## src/hw/rtl/bounded_sequence_list_assert.svh

```systemverilog
// Assertion macros used by the bounded sequence list top level.
`ifndef BOUNDED_SEQUENCE_LIST_ASSERT_SVH
`define BOUNDED_SEQUENCE_LIST_ASSERT_SVH

// Same-cycle implication, checked outside reset.
`define BSL_ASSERT_NOW(label, clk, rst_n, ante, cons, msg) \
    label: assert property (@(posedge clk) disable iff (!(rst_n)) (ante) |-> (cons)) \
        else $error(msg);

// Next-cycle implication, checked outside reset.
`define BSL_ASSERT_NEXT(label, clk, rst_n, ante, cons, msg) \
    label: assert property (@(posedge clk) disable iff (!(rst_n)) (ante) |=> (cons)) \
        else $error(msg);

`endif

```

## src/hw/rtl/bsl_pkg.sv

```systemverilog
// Types, codes and sizes for the bounded sequence list.
package bsl_pkg;

    localparam int CAPACITY    = 256;
    localparam int DATA_W      = 32;
    localparam int OP_W        = 3;
    localparam int POS_W       = 9;
    localparam int COUNT_W     = 9;
    localparam int STATUS_W    = 2;
    localparam int IN_TDATA_W  = 48;
    localparam int OUT_TDATA_W = 48;
    localparam int TAIL_GRP    = 16;
    localparam int TAIL_NGRP   = (CAPACITY + TAIL_GRP - 1) / TAIL_GRP;

    typedef logic [DATA_W-1:0]  t_data;
    typedef logic [COUNT_W-1:0] t_count;

    localparam t_data EMPTY_MARK = 32'h7FFF_FFFF;

    typedef enum logic [OP_W-1:0] {
        OP_PUSH_FRONT = 3'd0,
        OP_PUSH_BACK  = 3'd1,
        OP_POP_FRONT  = 3'd2,
        OP_POP_BACK   = 3'd3,
        OP_INSERT     = 3'd4
    } t_op;

    typedef enum logic [STATUS_W-1:0] {
        ST_OK    = 2'd0,
        ST_EMPTY = 2'd1,
        ST_RANGE = 2'd2,
        ST_FULL  = 2'd3
    } t_status;

    typedef enum logic [1:0] {
        CELL_HOLD,
        CELL_LOAD,
        CELL_FROM_LEFT,
        CELL_FROM_RIGHT
    } t_cell_cmd;

    typedef struct packed {
        t_cell_cmd cmd;
        t_data     value;
    } t_cell_ctl;

    typedef enum logic [1:0] {
        S_IDLE,
        S_TAIL_GROUP,
        S_TAIL_FINAL
    } t_state;

endpackage

```

## src/hw/rtl/bsl_cell.sv

```systemverilog
// One storage cell of the list row: hold, load, or take a neighbor's word.
module bsl_cell
    import bsl_pkg::*;
(
    input  logic      i_clk,
    input  t_cell_ctl i_ctl,
    input  t_data     i_left,
    input  t_data     i_right,
    output t_data     o_value
);

    t_data r_value;
    t_data n_value;

    always_comb begin
        case (i_ctl.cmd)
            CELL_LOAD:       n_value = i_ctl.value;
            CELL_FROM_LEFT:  n_value = i_left;
            CELL_FROM_RIGHT: n_value = i_right;
            default:         n_value = r_value;
        endcase
    end

    always_ff @(posedge i_clk) begin
        r_value <= n_value;
    end

    assign o_value = r_value;

endmodule

```

## config.mk

```make
export PLATFORM = sky130hd
export DESIGN_NAME = bsl_cell
export DESIGN_NICKNAME = d
export VERILOG_FILES = /design/src/hw/rtl/bounded_sequence_list_assert.svh /design/src/hw/rtl/bsl_pkg.sv /design/src/hw/rtl/bsl_cell.sv
export SDC_FILE = /design/constraint.sdc
export NUM_CORES = 1
export LEC_CHECK = 0
export ABC_AREA = 1
export BUFFER_PORTS_ARGS = -buffer_cell sky130_fd_sc_hd__buf_4
export CAP_MARGIN = 10
export CORE_MARGIN = 5
export CORE_UTILIZATION = 30
export DETAILED_ROUTE_END_ITERATION = 10
export PLACE_DENSITY_LB_ADDON = 0.12
export SLEW_MARGIN = 20
export SYNTH_ARGS = -nofsm -noshare
export SYNTH_HDL_FRONTEND = slang
export SYNTH_SLANG_ARGS = --single-unit
```

## constraint.sdc

```tcl
create_clock -name i_clk -period 4 [get_ports i_clk]
set_input_delay 0.4 -clock i_clk [delete_from_list [all_inputs] [get_ports i_clk]]
set_output_delay 0.4 -clock i_clk [all_outputs]
set_load 0.01 [all_outputs]
```

==> reports/metrics.cfg <==
[sta]
rsz0062_at_grt = false
hold_viol = 0
max_freq_mhz = 592
tightest_slew_ps = 608
setup_viol = 0
finalCritPeriodShare_pct = 42.2
fin_tns_setup_ps = 0
post-route-min-period_ps = 1690
slew_headroom_pct = 59.5
slew_viol_final = 0
setup_ws_ps = 2310

[floorplanning]
fp-row-count = 27
start_util_pct = 30.9
pin_count = 131
die_h_um = 85.6
dieArea_um2 = 7320
die_w_um = 85.6
core_area_um2 = 5540

[clocking]
cts_tree = yes
clkSinkCount = 32
cts_root_buf = clkbuf_8
cts_resized = 0
cts.path.max_buffers = 2
cts_setup_buffers = 0
ctsHoldBuffers = 0
clk_pin_slew_worst_paths_ps = 60
cts_buffers = 5
htree_levels = 2

[global_route]
grt_remaining_overflow = 0
track_usage_pct = 14.9
grt_antenna_before_repair = 0
grt_pass1_wl_mm = 8.58
grt_start_max_net_pins = 66
grt_pass1_vias = 1739

[final_layout]
multi_input_area_um2 = 604
fillers = 569
seqCellArea_um2 = 961
syn2layout_area_growth_pct = 60.2
nets = 402
fin_cells = 376
antenna_cells = 0
layout-drive-gt1-share_pct = 45.7
largest_reg_flops = 32

[hold_path]
min_delay_worst_endpoint = o_value[13]
min_path_cells = 3
worstHoldPathType = input port to flip-flop
min_from = i_ctl[13]

[logic_synthesis]
synthesis.nets = 279
ys_types = 8
synthCells = 180
ys_warn_count = 0
avgSynthCellArea_um2 = 9.52
ys_seq_area_share_pct = 56.1
syn-cell-area_um2 = 1710
ys_ff_latch = 32

[place]
gp_congestion = 0.719
dp.cells = 368
io_buffers = 130
place_ws_ps = 2000
dp_hpwl_mm = 4.15

[routing]
drc = 0
drt-total-wl_mm = 5.62
drtAntennaViolNets = 0
dr_total_vias = 1790
wl_per_cell_um = 15.0
drt_iter0_markers = 132
via_per_inst = 4.76
dr.pass1.iters = 4

[outcome]
status = finished clean

[worst_setup_path]
cp.arrival_ps = 1660
setup.worst_path.end_class = flip-flop
cp_max_fo = 65
cp.required_ps = 3970
startpoint_type = input port
path_class = input port to flip-flop

[power_and_ir_drop]
p_per_area_nw_per_um2 = 322
vdd_drop_max_uv = 111
leakage_nw = 1.29

[job]
drv_cap = 0

-- cells in the mapped netlist, drive strengths merged --
cell | instances | area (um^2)
nand3 | 96 | 480
nand2 | 33 | 124
edfxtp | 32 | 961
buf | 17 | 138
inv | 2 | 10.0
-- worst max path at each step --
stage / from / to / slack [ps] / depth (start not counted)
2_1_floorplan: i_ctl[32] / o_value[0] / 2220 / 4
3_3_place_gp: i_ctl[32] / o_value[4] / 2060 / 4
3_5_place_dp: i_ctl[32] / o_value[16] / 2000 / 4
4_1_cts: i_ctl[32] / o_value[16] / 2310 / 4
5_1_grt: i_ctl[33] / o_value[16] / 2190 / 4
6_report: i_ctl[33] / o_value[31] / 2310 / 4
-- placed cells by master (no fill, tap or decap), drive strengths merged --
master / instances
edfxtp: 32
buf: 133
clkinv: 1
clkbuf: 7
inv: 2
nand3: 96
nand2: 33
-- through the flow --
step	total power, W	instance area [um^2]	util, %	hold slack, ps
after floorplan	0.000524	1710	-	603
after global placement	0.000663	2660	48.1	694
after detailed placement	0.000665	2660	48.1	694
after CTS	0.000897	2740	49.5	401
after global routing	0.000934	2740	49.5	400
final	0.000885	2740	49.5	409
-- power breakdown --
part	total (W)	internal, W	switching [W]	leakage [nW]
clock	0.000230	0.000121	0.000109	0.0399
combinational	0.000228	0.000127	0.000101	0.921
sequential	0.000427	0.000416	0.0000104	0.330
total	0.000885	0.000665	0.000220	1.29
-- final cells by class --
| type | count | area share (%) |
|---|---|---|
| Timing Repair Buffer | 133 | 36.4 |
| Sequential cell | 32 | 35.0 |
| Multi-Input combinational cell | 129 | 22.0 |
| Tap cell | 72 | 3.28 |
| Clock buffer | 7 | 2.78 |
| Inverter | 2 | 0.365 |
| Clock inverter | 1 | 0.137 |
-- critical path, cell delays in order --
cell,delay [ps]
buf_4,490
inv_1,120
nand2_1,320
buf_4,320
-- cells by family (layout without fill, tap and decap cells) --
logic type | after synthesis | count (layout) | share of synthesized area [%]
and+or+nand+nor | 129 | 129 | 35.3
buffers and inverters | 19 | 143 | 8.62
DFF | 32 | 32 | 56.1
-- layer usage --
layer | vias to the layer above | wire, um | track usage (%)
met5 | - | 0 | 0
met4 | 0 | 48 | 3.45
met3 | 5 | 673 | 7.40
met2 | 95 | 2740 | 23.4
met1 | 795 | 2170 | 18.3
li1 | 895 | - | -
No activity file was read; power rests on OpenSTA's default activity.
